$ cat src/rtl/tpsa_pkg.sv
// Shared types and codes of the two-pool slot allocator.
package tpsa_pkg;

  // Request codes; codes 6 and 7 are ignored
  typedef enum logic [2:0] {
    REQ_QUERY       = 3'd0,
    REQ_CLAIM_NAMED = 3'd1,
    REQ_CLAIM_REG   = 3'd2,
    REQ_CLAIM_STO   = 3'd3,
    REQ_CLAIM_ANY   = 3'd4,
    REQ_FREE        = 3'd5
  } req_t;

  // Result status codes
  localparam logic [1:0] STATUS_OK   = 2'd0;
  localparam logic [1:0] STATUS_OOB  = 2'd1;
  localparam logic [1:0] STATUS_FULL = 2'd2;

  // Register pool size after reset
  localparam logic [6:0] NUM_REGISTERS_RESET = 7'd16;

  // Slot numbers are 7 bits wide, so at most this many slots exist
  localparam int SLOT_SPACE = 128;

  // Controller states
  typedef enum logic [1:0] {
    IDLE,
    EVAL,
    COMMIT
  } state_t;

  // Controller to datapath commands
  typedef struct packed {
    logic load;    // capture an accepted input beat
    logic eval;    // bounds check and search candidates
    logic commit;  // update marks and load the result register
  } cmd_t;

  // Index of the lowest set bit of a byte
  function automatic logic [2:0] first_one8(input logic [7:0] v);
    logic [2:0] pos;
    pos = 3'd0;
    for (int i = 7; i >= 0; i--) begin
      if (v[i]) begin
        pos = 3'(i);
      end
    end
    return pos;
  endfunction

endpackage

$ cat src/rtl/two_pool_slot_allocator.sv
// Top level of the two-pool slot allocator.
// Slots 0 .. R-1 are registers, where R is num_registers capped at MAX_REGISTERS;
// slots from R upward are storage slots, appended one at a time up to
// min(STORAGE_SLOTS, 128 - R) and kept until reset. Each request beat yields one
// result beat. A request passes through an evaluation step, which checks bounds
// and forms the free-slot candidates with per-byte group flags, and a commit step,
// which picks the lowest candidate and updates the mark bitmaps. The next request
// can be accepted in the commit cycle while the result side keeps up; none is
// accepted during evaluation. Write num_registers only while no request is in
// flight.
module two_pool_slot_allocator #(
  parameter int MAX_REGISTERS = 64,
  parameter int STORAGE_SLOTS = 64
) (
  input  logic        clk,
  input  logic        rst,
  // register pool size
  input  logic        cfg_we,
  input  logic [6:0]  cfg_wdata,
  // request channel
  input  logic        in_valid,
  output logic        in_stall,
  input  logic [2:0]  req_type,
  input  logic [6:0]  slot_index,
  input  logic [63:0] allowed_mask,
  // result channel
  output logic        out_valid,
  input  logic        out_stall,
  output logic [1:0]  status,
  output logic        flag,
  output logic [6:0]  granted_slot
);

  tpsa_pkg::cmd_t cmd;
  logic [6:0]     num_registers;

  // Hold the register pool size
  always_ff @(posedge clk) begin
    if (rst) begin
      num_registers <= tpsa_pkg::NUM_REGISTERS_RESET;
    end else if (cfg_we) begin
      num_registers <= cfg_wdata;
    end
  end

  tpsa_ctrl u_ctrl (
    .clk       (clk),
    .rst       (rst),
    .in_valid  (in_valid),
    .in_stall  (in_stall),
    .out_valid (out_valid),
    .out_stall (out_stall),
    .cmd       (cmd)
  );

  tpsa_datapath #(
    .MAX_REGISTERS (MAX_REGISTERS),
    .STORAGE_SLOTS (STORAGE_SLOTS)
  ) u_datapath (
    .clk           (clk),
    .rst           (rst),
    .cmd           (cmd),
    .num_registers (num_registers),
    .req_type      (req_type),
    .slot_index    (slot_index),
    .allowed_mask  (allowed_mask),
    .status        (status),
    .flag          (flag),
    .granted_slot  (granted_slot)
  );

endmodule

$ cat src/rtl/tpsa_ctrl.sv
// Controller state machine of the slot allocator: handshakes and step sequencing.
module tpsa_ctrl (
  input  logic          clk,
  input  logic          rst,
  input  logic          in_valid,
  output logic          in_stall,
  output logic          out_valid,
  input  logic          out_stall,
  output tpsa_pkg::cmd_t cmd
);

  tpsa_pkg::state_t state;
  tpsa_pkg::state_t state_next;
  logic             can_commit;
  logic             accept;

  // Commit only when the result register is free or being drained
  assign can_commit = !out_valid || !out_stall;

  // Outputs
  always_comb begin
    in_stall = !((state == tpsa_pkg::IDLE) ||
                 ((state == tpsa_pkg::COMMIT) && can_commit));
    accept     = in_valid && !in_stall;
    cmd.load   = accept;
    cmd.eval   = (state == tpsa_pkg::EVAL);
    cmd.commit = (state == tpsa_pkg::COMMIT) && can_commit;
  end

  // Next state
  always_comb begin
    state_next = state;
    case (state)
      tpsa_pkg::IDLE: begin
        if (accept) begin
          state_next = tpsa_pkg::EVAL;
        end
      end
      tpsa_pkg::EVAL: begin
        state_next = tpsa_pkg::COMMIT;
      end
      tpsa_pkg::COMMIT: begin
        if (can_commit) begin
          state_next = accept ? tpsa_pkg::EVAL : tpsa_pkg::IDLE;
        end
      end
      default: begin
        state_next = tpsa_pkg::IDLE;
      end
    endcase
  end

  // Advance state and track the pending result beat
  always_ff @(posedge clk) begin
    if (rst) begin
      state     <= tpsa_pkg::IDLE;
      out_valid <= 1'b0;
    end else begin
      state <= state_next;
      if (cmd.commit) begin
        out_valid <= 1'b1;
      end else if (!out_stall) begin
        out_valid <= 1'b0;
      end
    end
  end

endmodule

$ cat src/rtl/tpsa_datapath.sv
// Datapath of the slot allocator: mark bitmaps, candidate search and result register.
module tpsa_datapath #(
  parameter int MAX_REGISTERS = 64,
  parameter int STORAGE_SLOTS = 64
) (
  input  logic           clk,
  input  logic           rst,
  input  tpsa_pkg::cmd_t cmd,
  input  logic [6:0]     num_registers,
  input  logic [2:0]     req_type,
  input  logic [6:0]     slot_index,
  input  logic [63:0]    allowed_mask,
  output logic [1:0]     status,
  output logic           flag,
  output logic [6:0]     granted_slot
);

  // Reachable storage slots and derived widths
  localparam int SW   = (STORAGE_SLOTS < tpsa_pkg::SLOT_SPACE) ?
                        STORAGE_SLOTS : tpsa_pkg::SLOT_SPACE;
  localparam int MR   = MAX_REGISTERS;
  localparam int SUW  = $clog2(SW + 1);
  localparam int RIW  = (MR > 1) ? $clog2(MR) : 1;
  localparam int SIW  = (SW > 1) ? $clog2(SW) : 1;
  localparam int RGN  = (MR + 7) / 8;
  localparam int SGN  = (SW + 7) / 8;
  localparam int RGW  = (RGN > 1) ? $clog2(RGN) : 1;
  localparam int SGW  = (SGN > 1) ? $clog2(SGN) : 1;
  localparam int RCW  = RGN * 8;
  localparam int SCW  = SGN * 8;

  // Pool state
  logic [MR-1:0]  reg_marks;
  logic [SW-1:0]  sto_marks;
  logic [SUW-1:0] sto_in_use;

  // Captured request
  tpsa_pkg::req_t req;
  logic [6:0]     idx;
  logic [63:0]    mask;

  // Evaluation results
  logic [6:0]     r_q;
  logic           oob_q;
  logic           is_reg_q;
  logic           mark_q;
  logic [SIW-1:0] sto_off_q;
  logic           can_append_q;
  logic [RCW-1:0] reg_cand_q;
  logic [SCW-1:0] sto_cand_q;
  logic [RGN-1:0] reg_grp_q;
  logic [SGN-1:0] sto_grp_q;

  // Evaluation logic
  logic [6:0]     r_eff;
  logic [7:0]     room;
  logic [SUW-1:0] cap;
  logic [SUW-1:0] lim;
  logic [6:0]     sto_off;
  logic           is_reg;
  logic           oob;
  logic           mark;
  logic [RCW-1:0] reg_cand;
  logic [SCW-1:0] sto_cand;
  logic [RGN-1:0] reg_grp;
  logic [SGN-1:0] sto_grp;

  // Capture an accepted beat
  always_ff @(posedge clk) begin
    if (cmd.load) begin
      req  <= tpsa_pkg::req_t'(req_type);
      idx  <= slot_index;
      mask <= allowed_mask;
    end
  end

  // Pool sizes, bounds check and the named mark
  always_comb begin
    r_eff   = (num_registers > 7'(MR)) ? 7'(MR) : num_registers;
    room    = 8'(tpsa_pkg::SLOT_SPACE) - {1'b0, r_eff};
    cap     = (room < 8'(SW)) ? SUW'(room) : SUW'(SW);
    lim     = (sto_in_use < cap) ? sto_in_use : cap;
    oob     = (9'(idx) >= (9'(r_eff) + 9'(sto_in_use)));
    is_reg  = (idx < r_eff);
    sto_off = idx - r_eff;
    mark    = is_reg ? reg_marks[idx[RIW-1:0]] : sto_marks[sto_off[SIW-1:0]];
  end

  // Free candidates and per-byte group flags
  always_comb begin
    reg_cand = '0;
    sto_cand = '0;
    for (int i = 0; i < MR; i++) begin
      reg_cand[i] = !reg_marks[i] && (7'(i) < r_eff) &&
                    ((req == tpsa_pkg::REQ_CLAIM_ANY) || mask[i]);
    end
    for (int i = 0; i < SW; i++) begin
      sto_cand[i] = !sto_marks[i] && (SUW'(i) < lim);
    end
    for (int g = 0; g < RGN; g++) begin
      reg_grp[g] = |reg_cand[g*8 +: 8];
    end
    for (int g = 0; g < SGN; g++) begin
      sto_grp[g] = |sto_cand[g*8 +: 8];
    end
  end

  // Hold evaluation results for the commit step
  always_ff @(posedge clk) begin
    if (cmd.eval) begin
      r_q          <= r_eff;
      oob_q        <= oob;
      is_reg_q     <= is_reg;
      mark_q       <= mark;
      sto_off_q    <= sto_off[SIW-1:0];
      can_append_q <= (sto_in_use < cap);
      reg_cand_q   <= reg_cand;
      sto_cand_q   <= sto_cand;
      reg_grp_q    <= reg_grp;
      sto_grp_q    <= sto_grp;
    end
  end

  // Commit logic
  logic [RGW-1:0] reg_g;
  logic [SGW-1:0] sto_g;
  logic [6:0]     reg_pos;
  logic [6:0]     sto_pos;
  logic           reg_found;
  logic           sto_found;
  logic [1:0]     res_status;
  logic           res_flag;
  logic [6:0]     res_slot;
  logic           reg_wr;
  logic [RIW-1:0] reg_wr_idx;
  logic           sto_wr;
  logic [SIW-1:0] sto_wr_idx;
  logic           mark_val;
  logic           grow;
  logic           take_reg;
  logic           take_sto;

  // Pick the lowest free candidate: first group, then first bit in it
  always_comb begin
    reg_g = '0;
    for (int g = RGN - 1; g >= 0; g--) begin
      if (reg_grp_q[g]) begin
        reg_g = RGW'(g);
      end
    end
    sto_g = '0;
    for (int g = SGN - 1; g >= 0; g--) begin
      if (sto_grp_q[g]) begin
        sto_g = SGW'(g);
      end
    end
    reg_found = |reg_grp_q;
    sto_found = |sto_grp_q;
    reg_pos   = 7'({reg_g, tpsa_pkg::first_one8(reg_cand_q[reg_g*8 +: 8])});
    sto_pos   = 7'({sto_g, tpsa_pkg::first_one8(sto_cand_q[sto_g*8 +: 8])});
  end

  // Decide the result and the mark update
  always_comb begin
    res_status = tpsa_pkg::STATUS_OK;
    res_flag   = 1'b0;
    res_slot   = 7'd0;
    reg_wr     = 1'b0;
    reg_wr_idx = idx[RIW-1:0];
    sto_wr     = 1'b0;
    sto_wr_idx = sto_off_q;
    mark_val   = 1'b1;
    grow       = 1'b0;
    take_reg   = 1'b0;
    take_sto   = 1'b0;
    case (req)
      tpsa_pkg::REQ_QUERY: begin
        if (oob_q) begin
          res_status = tpsa_pkg::STATUS_OOB;
        end else begin
          res_flag = mark_q;
        end
      end
      tpsa_pkg::REQ_CLAIM_NAMED: begin
        if (oob_q) begin
          res_status = tpsa_pkg::STATUS_OOB;
        end else if (!mark_q) begin
          res_flag = 1'b1;
          reg_wr   = is_reg_q;
          sto_wr   = !is_reg_q;
        end
      end
      tpsa_pkg::REQ_FREE: begin
        if (oob_q) begin
          res_status = tpsa_pkg::STATUS_OOB;
        end else begin
          mark_val = 1'b0;
          reg_wr   = is_reg_q;
          sto_wr   = !is_reg_q;
        end
      end
      tpsa_pkg::REQ_CLAIM_REG: begin
        if (reg_found) begin
          take_reg = 1'b1;
        end else begin
          res_status = tpsa_pkg::STATUS_FULL;
        end
      end
      tpsa_pkg::REQ_CLAIM_STO: begin
        take_sto = 1'b1;
      end
      tpsa_pkg::REQ_CLAIM_ANY: begin
        take_reg = reg_found;
        take_sto = !reg_found;
      end
      default: begin
      end
    endcase

    // Claim the first free register
    if (take_reg) begin
      res_slot   = reg_pos;
      reg_wr     = 1'b1;
      reg_wr_idx = reg_pos[RIW-1:0];
    end

    // Claim the first free storage slot, or append one
    if (take_sto) begin
      if (sto_found) begin
        res_slot   = r_q + sto_pos;
        sto_wr     = 1'b1;
        sto_wr_idx = sto_pos[SIW-1:0];
      end else if (can_append_q) begin
        res_slot   = r_q + 7'(sto_in_use);
        sto_wr     = 1'b1;
        sto_wr_idx = sto_in_use[SIW-1:0];
        grow       = 1'b1;
      end else begin
        res_status = tpsa_pkg::STATUS_FULL;
      end
    end
  end

  // Update marks and the storage fill count
  always_ff @(posedge clk) begin
    if (rst) begin
      reg_marks  <= '0;
      sto_marks  <= '0;
      sto_in_use <= '0;
    end else if (cmd.commit) begin
      if (reg_wr) begin
        reg_marks[reg_wr_idx] <= mark_val;
      end
      if (sto_wr) begin
        sto_marks[sto_wr_idx] <= mark_val;
      end
      if (grow) begin
        sto_in_use <= sto_in_use + SUW'(1);
      end
    end
  end

  // Load the result register
  always_ff @(posedge clk) begin
    if (cmd.commit) begin
      status       <= res_status;
      flag         <= res_flag;
      granted_slot <= res_slot;
    end
  end

endmodule
$ cat config.mk
export PLATFORM = sky130hd
export DESIGN_NAME = two_pool_slot_allocator
export DESIGN_NICKNAME = d
export VERILOG_FILES = /design/src/rtl/tpsa_pkg.sv /design/src/rtl/two_pool_slot_allocator.sv /design/src/rtl/tpsa_ctrl.sv /design/src/rtl/tpsa_datapath.sv
export SDC_FILE = /design/constraint.sdc
export NUM_CORES = 1
export LEC_CHECK = 0
export BUFFER_PORTS_ARGS = -buffer_cell sky130_fd_sc_hd__buf_2
export CAP_MARGIN = 40
export CORE_MARGIN = 2
export CORE_UTILIZATION = 45
export DETAILED_ROUTE_END_ITERATION = 10
export PLACE_DENSITY_LB_ADDON = 0.05
export SLEW_MARGIN = 20
export SYNTH_ARGS = -nofsm -noshare
export SYNTH_HDL_FRONTEND = slang
export SYNTH_SLANG_ARGS = --single-unit
$ cat constraint.sdc
create_clock -name clk -period 26 [get_ports clk]
set_clock_uncertainty 0.2 [all_clocks]
set_input_delay 5.2 -clock clk [delete_from_list [all_inputs] [get_ports clk]]
set_output_delay 5.2 -clock clk [all_outputs]
set_load 0.03 [all_outputs]
== Yosys cells after proc, flatten, opt, wreduce, memory -nomap -nowiden ==
Index checks and enable logic that the tools add are counted.

* Add/sub/neg operators: 6
* $lt $le $gt $ge: 139
* Equality and inequality tests: 10
* Shifts and indexed selects: 2
* Multiplexer cells: 90
* Reductions and logical operators: 420

{| class="wikitable"
|+ Operators with widths
! kind !! number
|-
| $lt A6 B7 Y1 const A || 64
|-
| $lt A5 B7 Y1 const A || 32
|-
| $logic_and A1 B1 Y1 || 196
|-
| $reduce_or A8 Y1 || 18
|-
| $logic_not A1 Y1 || 133
|-
| $bwmux W64 || 2
|-
| $shiftx A64 B7 Y8 || 2
|-
| $lt A4 B7 Y1 const A || 16
|-
| $mux W3 || 32
|-
| $logic_or A1 B1 Y1 || 66
|-
| $lt A3 B7 Y1 const A || 8
|-
| $mux W7 || 6
|-
| $mux W6 || 5
|-
| $lt A1 B7 Y1 const A || 4
|-
| $lt A2 B7 Y1 const A || 4
|-
| $lt A6 B7 Y1 const B || 4
|-
| $mux W1 || 28
|-
| $lt A7 B7 Y1 || 2
|-
| $bmux W1 S6 || 2
|-
| $demux W1 S6 || 2
|-
| $ge A6 B1 Y1 const B || 2
|-
| $mux W2 || 6
|-
| $pmux W1 S2 || 5
|-
| $add A7 B7 Y8 || 1
|-
| 20 further kinds || 27
|}

* Register bits: 390

== Depth between registers and ports, before layout ==
Gate-level depths: netlist of run 1.

* Depth after elaboration: 24
* Gate-level depth with buffers: 23
* Mapped depth without buffers: 21

== Modules after synthesis ==
From an unflattened synthesis of run 1, not the netlist that was laid out.

* Cells, all modules: 1,882
* Area, all modules: 20,505.9 sq um

{| class="wikitable"
|+ Modules (own cells, without submodules)
! module !! times used !! cells an instance !! area each (sq um) !! seq. area each (sq um)
|-
| tpsa_datapath || 1 || 1,843 || 20,095.5 || 10,059.6
|-
| two_pool_slot_allocator || 1 || 22 || 251.5 || 140.1
|-
| tpsa_ctrl || 1 || 17 || 158.9 || 60.1
|}

== Worst setup path after synthesis of run 1 ==
OpenSTA, ideal clock, no wires.

* Path type: input -> output
* From: input port out_stall
* To: output port in_stall
* Data arrival time: 5,616 ps
* Setup slack: 14,984 ps
* Cell stages on the path: 2
* Buffers on the path: 0
* Cells stage by stage: a31oi_1 inv_1

* Cells in the longest elaborated chain, start to end: 5

{| class="wikitable"
|+ RTL lines
! what !! line !! source
|-
| start: declaration || two_pool_slot_allocator.sv:28 || <nowiki>input logic out_stall,</nowiki>
|-
| $logic_not A1 Y1 || tpsa_ctrl.sv:18 || <nowiki>assign can_commit = !out_valid || !out_stall;</nowiki>
|-
| $logic_or A1 B1 Y1 || tpsa_ctrl.sv:18 ||
|-
| $logic_and A1 B1 Y1 || tpsa_ctrl.sv:23 || <nowiki>((state == tpsa_pkg::COMMIT) && can_commit));</nowiki>
|-
| $logic_or A1 B1 Y1 || tpsa_ctrl.sv:22 || <nowiki>in_stall = !((state == tpsa_pkg::IDLE) ||</nowiki>
|-
| $logic_not A1 Y1 || tpsa_ctrl.sv:22 ||
|-
| end: declaration || two_pool_slot_allocator.sv:22 || <nowiki>output logic in_stall,</nowiki>
|}

No other way between the ends.

== Worst setup path after layout of run 1 ==
Same ends and word-level chain as after synthesis.

==> results of run 1 <==
layout make-up:
type | count | area [um^2] | share of cell area [%]
clock buffers | 62 | 1310 | 5.71
multi-input cells | 1308 | 9270 | 40.3
clock inverters | 20 | 189 | 0.822
diodes | 1 | 2.50 | 0.0109
repair buffers | 163 | 1050 | 4.55
well taps | 592 | 741 | 3.22
inverters | 43 | 161 | 0.702
flip-flops and latches | 390 | 10300 | 44.6
sequential cells by signal (all words and copies together), names as in the netlist:
| signal | flops |
|---|---|
| u_datapath.reg_cand_q | 64 |
| u_datapath.status | 2 |
| num_registers | 7 |
| u_ctrl.out_valid | 1 |
| u_datapath.sto_in_use | 7 |
| u_datapath.sto_marks | 64 |
| u_ctrl.state | 2 |
| u_datapath.mark_q | 1 |
| u_datapath.idx | 7 |
| u_datapath.flag | 1 |
| u_datapath.can_append_q | 1 |
| u_datapath.reg_grp_q | 8 |
| u_datapath.granted_slot | 7 |
| u_datapath.reg_marks | 64 |
| u_datapath.mask | 64 |
| u_datapath.sto_grp_q | 8 |
| u_datapath.is_reg_q | 1 |
| u_datapath.sto_off_q | 6 |
| u_datapath.sto_cand_q | 64 |
| u_datapath.oob_q | 1 |
| u_datapath.r_q | 7 |
| u_datapath.req | 3 |
path summary, 6_finish.rpt:
check / startpoint / endpoint / slack [ns] / cells after the start
setup / recovery: out_stall / in_stall / 14.74 / 4
hold reg to reg: u_datapath.sto_marks[24]$_SDFFE_PP0P_ / u_datapath.sto_marks[24]$_SDFFE_PP0P_ / 0.28 / 2
setup reg to reg: num_registers[0]$_SDFFE_PP0P_ / u_datapath.sto_grp_q[2]$_DFFE_PN_ / 20.23 / 17
hold / removal: u_datapath.sto_marks[24]$_SDFFE_PP0P_ / u_datapath.sto_marks[24]$_SDFFE_PP0P_ / 0.28 / 2
cell families (layout without fill, tap and decap cells):
| kind of cell | after synthesis | after routing | synth area share [%] |
|---|---|---|---|
| buffers and inverters | 156 | 288 | 3.13 |
| DFF | 390 | 390 | 51.0 |
| other | 0 | 1 | 0 |
| and+or+nand+nor | 635 | 635 | 16.1 |
| adders and majority gates | 46 | 46 | 2.99 |
| xor gates and xnor gates | 26 | 26 | 1.13 |
| AOI/OAI and AO/OA | 468 | 468 | 16.2 |
| muxes | 133 | 133 | 9.44 |
metrics by stage:
| step | setup WS (ns) | cells |
|---|---|---|
| final | 14.74 | 2579 |
| after global placement | 14.74 | 2460 |
| after detailed placement | 14.75 | 2482 |
| after CTS | 14.75 | 2564 |
| after floorplan | 14.98 | 1854 |
| after global routing | 14.69 | 2578 |
synthesized netlist by cell type, drive strengths merged (45+ instances only):
cell and count:
o31ai 65, nand2 128, mux4 45, nor2 178, dfxtp 145, edfxtp 245, a21oi 84, nand2b 60
nor2b 77, o21ai 91, mux2i 85, nor3 50, clkbuf 84
worst max-delay path, delay by kind of cell:
| family | cells | cell delay (ns) |
|---|---|---|
| AOI/OAI and AO/OA | 1 | 0.28 |
| buffers and inverters | 3 | 0.37 |
metal layers:
| metal | share of wire [%] | GRT usage, % | vias up |
|---|---|---|---|
| met3 | 11 | 7.84 | 87 |
| met5 | 0 | 0 | - |
| met2 | 38 | 37.3 | 844 |
| met1 | 49 | 47.8 | 7810 |
| li1 | - | - | 7231 |
| met4 | 2.1 | 7.22 | 0 |
power by group through the flow:
stage | Sequential, mW | Combinational, mW | Clock, mW
2_1_floorplan | 0.708 | 0.111 | 0
3_3_place_gp | 0.710 | 0.174 | 0
3_5_place_dp | 0.710 | 0.180 | 0
4_1_cts | 0.697 | 0.181 | 0.651
5_1_grt | 0.699 | 0.199 | 0.676
6_report | 0.697 | 0.187 | 0.644
==> flow_metrics.tcl, run 1 <==
set metrics [dict create \
    io_buffers 97 \
    synth_largest_area_cell "edfxtp_1" \
    p_switching_mw 0.401 \
    critPathSlowestCell "a31oi_1" \
    layout_min_cycle_time_ns 11.26 \
    crit_fanout 4 \
    avgSynthCellArea_um2 10.8 \
    seqPwrFrac_pct 45.6 \
    grt_overflow 0 \
    grt_max_degree 89 \
    htree_levels 2 \
    max-slew-margin-rel_pct 34.4 \
    p_int_mw 1.13 \
    p_sw_share_pct 26.2 \
    wirelength_um 68500 \
    synth.area.top_cells "edfxtp_1 37%, dfxtp_1 14%, mux4_2 5.0%" \
    cts_hold_buf 0 \
    design.core.area_um2 44100 \
    cts_tree "yes" \
    max-clock-path-buffers 3 \
    rsz0062_at_grt "no" \
    grt_pass1_wl_um 99800 \
    cts_resized 0 \
    cts-root-buf "clkbuf_16" \
    cts.sinks 390 \
    crit_arrival_ns 5.86 \
    syn-cell-area_um2 20100 \
    cp_data_required_time_ns 20.60 \
    antenna_found_initial 1 \
    synth_flop_cell "edfxtp_1" \
    hp-class "register to register" \
    drtIter0Drc 2033 \
    final_cell_mix "245 x edfxtp_1, 175 x nor2_1, 145 x dfxtp_1" \
    p_clk_share_pct 42.2 \
    synthArstFlopShare_pct 0 \
    grt_pass1_vias 14800 \
    power.density_nw_per_um2 66.5 \
    synth_nets 1984 \
    num-fill-cells 4005 \
    synth_edf_count 245 \
    clk_pin_slew_ns 0.05 \
    hold_viol_final 0 \
    dieHeight_um 215 \
    holdWs_ns 0.285 \
    maxCapViolCount 0 \
    cts_buffers 44 \
    final_common_cell "edfxtp_1" \
    crit_chain "buf_2, a31oi_1, inv_1, buf_2" \
    power_mw 1.53 \
    tns_ns 0 \
    syn_to_final_growth_pct 14.3 \
    rows 77 \
    remaining_drc_errors 0 \
    drt-vias-per-instance 6.19 \
    initial_core_util_pct 45.6 \
    status "completed" \
    crit_type "primary input to output port" \
    die_w_um 215 \
    final_area_um2 23000 \
    slew_viol_final 0 \
    clkLatencyLatePin_ns 0.59 \
    grt_use_total_pct 29.3 \
    crit_top_cell "buf_2" \
    ant_nets 0 \
    io_pins 98 \
    yosysUniqueCellTypes 88 \
    place_area_um2 21400 \
    globalplace.congestion 0.997 \
    cp-end-kind "output port" \
    dieArea_um2 46400 \
    cp_slowest_stage_delay_ns 0.28 \
    yosysSeqAreaShare_pct 51.0 \
    drt_first_pass_iters 5 \
    ir_drop_mv 0.0482 \
    wl_per_cell_um 26.5 \
    min_period_over_period_pct 43.3 \
    via_count 16000 \
    worst_pin_slew_ns 0.973 \
    fmax_ghz 0.0888 \
    setup_violations 0 \
    p_leak_nw 8.53 \
    cp-start-kind "primary input" \
    yosysTopAreaCellShare_pct 36.6 \
    dpl.hpwl_um 51000 \
    syn_inst 1854 \
    fin_util_pct 52.1 \
    layout.nets 2080 \
    drive_above_1_share_pct 16.2 \
    ys_ff_latch 390 \
    combPwrFrac_pct 12.2 \
    cts_setup_buffers 0 \
    synth_warnings 0 \
]
Note: power is estimated with default switching activity, not from simulation.
==> inputs of run 2 (changes only) <==
clock period = 9.48 ns   (was 26 ns; I/O delays follow)
==> run 2 against run 1 <==
First-iteration DRC count grew 14%; register-to-register slack worse by 17 ns; critical path type is now register to register; clock-buffer cell count fell by 2; sequential power rose to 2.8 times the previous value; global-route usage rose by 1.2 points; via count rose by 1.6%; worst hold slack improved by 0.012 ns.
==> flow_metrics.tcl, run 2 (same netlist as run 1, synthesis figures left out) <==
set metrics [dict create \
    tns_ns 0 \
    layout_min_cycle_time_ns 5.90 \
    crit_top_cell "a21oi_1" \
    setup_violations 0 \
    wirelength_um 70800 \
    via_count 16200 \
    io_pins 98 \
    maxCapViolCount 0 \
    min_from "u_datapath.sto_marks[29]$_SDFFE_PP0P_" \
    cts-root-buf "clkbuf_16" \
    drive_above_1_share_pct 15.8 \
    crit_chain "nor2b_1, inv_1, ha_1, o211ai_1, nand2_1, ha_1, nand4_1, nor2_1, a211o_1, a21oi_1, buf_4, nor2_1, a21oi_1, o21bai_1, a21oi_1, nor4_1, o21ai_0" \
    rrSetupSlack_ns 3.58 \
    syn_to_final_growth_pct 14.3 \
    crit_family "compound AO/OA/AOI/OAI gates" \
    final_common_cell "edfxtp_1" \
    cts_buffers 45 \
    grt_pass1_vias 15200 \
    worst-path-buf-inv 2 \
    min_period_over_period_pct 62.2 \
    drtIter0Drc 2310 \
    place_area_um2 21400 \
    drt_first_pass_iters 8 \
    cts_setup_buffers 0 \
    fin_util_pct 52.1 \
    dp_slack_ns 3.67 \
    cp-start-kind "register" \
    cts_hold_buf 0 \
    rows 77 \
    worst_pin_slew_ns 0.988 \
    placedCellCount 2493 \
    io_buffers 97 \
    power_mw 4.21 \
    crit_arrival_ns 6.00 \
    layout.nets 2088 \
    slew_viol_final 0 \
    regArea_um2 10300 \
    ant_nets 0 \
    drt-vias-per-instance 6.27 \
    antenna_found_initial 2 \
    clk_pin_slew_ns 0.06 \
    cp_slowest_stage_delay_ns 0.70 \
    globalplace.congestion 0.974 \
    clkLatencyLatePin_ns 0.60 \
    critPathSlowestCell "a21oi_1" \
    grt_pass1_wl_um 103000 \
    power.density_nw_per_um2 183 \
    p_leak_nw 8.47 \
    status "completed" \
    rsz0062_at_grt "no" \
    final.setup.worst_slack_ns 3.58 \
    design.core.area_um2 44100 \
    cts.sinks 390 \
    multi_input_area_um2 9270 \
    grt_max_degree 68 \
    holdWs_ns 0.297 \
    ir_drop_mv 0.143 \
    cp_data_required_time_ns 9.59 \
    num-fill-cells 3987 \
    dieHeight_um 215 \
    crit_fanout 21 \
    fmax_ghz 0.170 \
    hp-class "register to register" \
    crit_type "register to register" \
    htree_levels 2 \
    max-slew-margin-rel_pct 33.8 \
    dpl.hpwl_um 52900 \
    crit_start "num_registers[6]$_SDFFE_PP0P_" \
    wl_per_cell_um 27.3 \
    finalNonFillerCells 2589 \
    die_w_um 215 \
    cts_resized 0 \
    max-clock-path-buffers 3 \
    final_area_um2 23000 \
    cts_tree "yes" \
    hold_viol_final 0 \
    remaining_drc_errors 0 \
    dieArea_um2 46400 \
    grt_overflow 0 \
    r2r_start "num_registers[6]$_SDFFE_PP0P_" \
    grt_use_total_pct 30.4 \
    cp-end-kind "register" \
    initial_core_util_pct 45.6 \
    final_cell_mix "245 x edfxtp_1, 175 x nor2_1, 145 x dfxtp_1" \
]
==> run 2: path summary, 6_finish.rpt <==
path                            cells past startpoint                                     to
worst min-delay path                                2  u_datapath.sto_marks[29]$_SDFFE_PP0P_
worst max-delay path                               17      u_datapath.sto_grp_q[7]$_DFFE_PN_
worst min register to register                      2  u_datapath.sto_marks[29]$_SDFFE_PP0P_
worst max register to register                     17      u_datapath.sto_grp_q[7]$_DFFE_PN_
==> run 2: cell type report <==
cell class                      count  share of cell area (%)
Sequential cell                   390                    44.6
Multi-Input combinational cell   1308                    40.3
Clock buffer                       60                    5.61
Timing Repair Buffer              170                    4.55
Tap cell                          592                    3.22
Clock inverter                     23                   0.947
Inverter                           43                   0.702
Antenna cell                        3                  0.0327
==> run 2: routing by layer <==
| layer | global-route usage (%) | vias to the layer above | share of wire (%) |
|---|---|---|---|
| met2 | 38.4 | 887 | 37 |
| met4 | 5.10 | 0 | 1.3 |
| met1 | 51.0 | 8029 | 49 |
| met5 | 0 | - | 0 |
| met3 | 8.08 | 66 | 12 |
| li1 | - | 7249 | - |
==> run 2: power breakdown <==
part | leakage [nW] | internal, mW | total (mW) | switching [mW]
Sequential | 3.50 | 1.88 | 1.92 | 0.0387
Combinational | 4.24 | 0.163 | 0.507 | 0.344
Clock | 0.731 | 1.06 | 1.79 | 0.724
Total | 8.47 | 3.10 | 4.21 | 1.11
==> run 2: worst register-to-register path, cell delays in order (launching register included) <==
cell and delay [ns]:
dfxtp_1 0.52, nor2b_1 0.59, inv_1 0.26, ha_1 0.32, o211ai_1 0.36, nand2_1 0.21, ha_1 0.35, nand4_1 0.10
nor2_1 0.06, a211o_1 0.31, a21oi_1 0.14, buf_4 0.25, nor2_1 0.09, a21oi_1 0.70, o21bai_1 0.50, a21oi_1 0.18
nor4_1 0.35, o21ai_0 0.16
==> inputs of run 3 (changes only) <==
clock period = 6 ns   (was 9.48 ns; I/O delays follow)
==> run 3 against run 2 <==
Design area shrank 0.36%; non-clock buffer count up 6; clock power is 46% higher; worst hold slack worse by 0.011 ns; total power grew 53%; die area stayed put; global-route usage is 0.24 points higher; register-to-register slack got worse by 2.7 ns; critical endpoint is now u_datapath.sto_grp_q[1]$_DFFE_PN_; largest cell class unchanged.
==> flow_metrics.tcl, run 3 (same netlist as run 1, synthesis figures left out) <==
set metrics [dict create \
    min_period_over_period_pct 84.7 \
    wirelength_um 71400 \
    critPathSlowestCell "dfxtp_1" \
    clk_pin_slew_ns 0.06 \
    combPwrFrac_pct 12.6 \
    r2r-end "u_datapath.sto_grp_q[1]$_DFFE_PN_" \
    drtIter0Drc 2278 \
    status "completed" \
    fmax_ghz 0.197 \
    hp-class "register to register" \
    slew_viol_final 0 \
    p_int_mw 4.74 \
    whs_path_depth 2 \
    cp-start-kind "register" \
    worstRegToRegCells 17 \
    crit_arrival_ns 5.31 \
    final_area_um2 22900 \
    seqPwrFrac_pct 46.9 \
    worst_pin_slew_ns 0.986 \
    grt_pass1_wl_um 103000 \
    p_leak_nw 8.51 \
    hold_viol_final 0 \
    p_sw_share_pct 26.5 \
    final.setup.worst_slack_ns 0.916 \
    cts_setup_buffers 0 \
    via_count 16300 \
    grt_overflow 0 \
    placedCellCount 2496 \
    cp-end-kind "register" \
    r2r_start "num_registers[0]$_SDFFE_PP0P_" \
    cts-root-buf "clkbuf_16" \
    syn_to_final_growth_pct 13.9 \
    max-slew-margin-rel_pct 32.6 \
    min_from "u_datapath.sto_marks[52]$_SDFFE_PP0P_" \
    dieHeight_um 215 \
    ant_nets 0 \
    crit_chain "nor2b_1, inv_1, ha_1, nand2b_1, ha_1, a21o_1, a21o_1, a211o_1, a21oi_1, buf_4, nand2_1, o21ai_0, inv_1, or2_2, a21oi_1, nor3_1, nand3_1" \
    globalplace.congestion 0.966 \
    hold-path-endpoint "u_datapath.sto_marks[52]$_SDFFE_PP0P_" \
    antenna_found_initial 2 \
    io_buffers 97 \
    drive_above_1_share_pct 16.2 \
    layout_min_cycle_time_ns 5.08 \
    tns_ns 0 \
    worst-path-buf-inv 3 \
    setup_violations 0 \
    die_w_um 215 \
    cts_hold_buf 0 \
    finalNonFillerCells 2588 \
    cts_tree "yes" \
    cts.sinks 390 \
    io_pins 98 \
    initial_core_util_pct 45.6 \
    p_clk_share_pct 40.5 \
    rsz0062_at_grt "no" \
    rows 77 \
    ir_drop_mv 0.187 \
    rrSetupSlack_ns 0.92 \
    drt_first_pass_iters 5 \
    grt_pass1_vias 15000 \
    design.core.area_um2 44100 \
    max-clock-path-buffers 3 \
    htree_levels 2 \
    crit_fanout 20 \
    cts_resized 0 \
    p_switching_mw 1.71 \
    remaining_drc_errors 0 \
    final_common_cell "edfxtp_1" \
    cp_slowest_stage_delay_ns 0.52 \
    dpl.hpwl_um 54100 \
    diodes 0 \
    cp_data_required_time_ns 6.23 \
    drt-vias-per-instance 6.29 \
    wl_per_cell_um 27.6 \
    num-fill-cells 4022 \
    dp_slack_ns 1.06 \
    clkLatencyLatePin_ns 0.58 \
    crit_type "register to register" \
    dieArea_um2 46400 \
    crit_family "compound AO/OA/AOI/OAI gates" \
    grt_use_total_pct 30.6 \
    layout.nets 2092 \
    final_cell_mix "245 x edfxtp_1, 175 x nor2_1, 145 x dfxtp_1" \
    power.density_nw_per_um2 281 \
    grt_max_degree 73 \
    cts_buffers 43 \
    maxCapViolCount 0 \
    place_area_um2 21400 \
]
[run 3: changes by cell type in the layout (fill, tap and decap cells not counted), moves of 5 or more]
cell / change
clkbuf_16: -6
buf_1: -6
clkbuf_8: +6
clkinv_2: +5
clkinv_1: -7
buf_4: +9
[run 3: worst register-to-register path, cell delays in order (launching register included)]
cell      delay, ns
dfxtp_1        0.52
nor2b_1        0.39
inv_1          0.14
ha_1           0.25
nand2b_1       0.33
ha_1           0.38
a21o_1         0.18
a21o_1         0.17
a211o_1        0.33
a21oi_1        0.19
buf_4          0.28
nand2_1        0.08
o21ai_0        0.22
inv_1          0.25
or2_2          0.40
a21oi_1        0.39
nor3_1         0.11
nand3_1        0.11
[run 3: cell type report]
cell class / count / area, um^2 / share of cell area, %
Timing Repair Buffer: 176 / 1100 / 4.81
Inverter: 43 / 164 / 0.716
Tap cell: 592 / 741 / 3.23
Clock inverter: 17 / 146 / 0.639
Clock buffer: 62 / 1230 / 5.36
Sequential cell: 390 / 10300 / 44.8
Multi-Input combinational cell: 1308 / 9260 / 40.4
[run 3: worst max path at each step]
stage / startpoint / to / slack, ns / depth (start not counted)
floorplan: u_ctrl.state[0]$_SDFFE_PP0P_ / u_datapath.can_append_q$_DFFE_PN_ / 0.79 / 1
global placement: num_registers[6]$_SDFFE_PP0P_ / u_datapath.sto_grp_q[1]$_DFFE_PN_ / 1.06 / 19
detailed placement: num_registers[0]$_SDFFE_PP0P_ / u_datapath.sto_grp_q[1]$_DFFE_PN_ / 1.06 / 17
CTS: num_registers[0]$_SDFFE_PP0P_ / u_datapath.sto_grp_q[1]$_DFFE_PN_ / 1.02 / 17
global route: num_registers[0]$_SDFFE_PP0P_ / u_datapath.sto_grp_q[2]$_DFFE_PN_ / 0.50 / 16
finish: num_registers[0]$_SDFFE_PP0P_ / u_datapath.sto_grp_q[1]$_DFFE_PN_ / 0.92 / 17
[run 3: layer usage]
metal / part of all wire (%) / track usage [%] / vias up
met5: 0 / 0 / -
met4: 2.0 / 7.01 / 0
met3: 12 / 10.2 / 92
met2: 36 / 36.5 / 864
met1: 50 / 51.2 / 8085
li1: - / - / 7245
[run 3: power groups by stage]
stage | clock, mW | sequential, mW | combinational (mW)
after floorplan | 0 | 3.06 | 0.482
after global placement | 0 | 3.08 | 0.763
after detailed placement | 0 | 3.08 | 0.777
after CTS | 2.65 | 3.02 | 0.780
after global routing | 2.75 | 3.03 | 0.863
final | 2.61 | 3.02 | 0.810
[run 3: metrics by stage]
stage	hold WS, ns	total power, mW	utilization (%)
floorplan	0.244	3.54	-
global placement	0.267	3.84	48.2
detailed placement	0.274	3.85	48.5
CTS	0.285	6.45	51.6
global route	0.321	6.64	51.9
finish	0.286	6.45	51.9
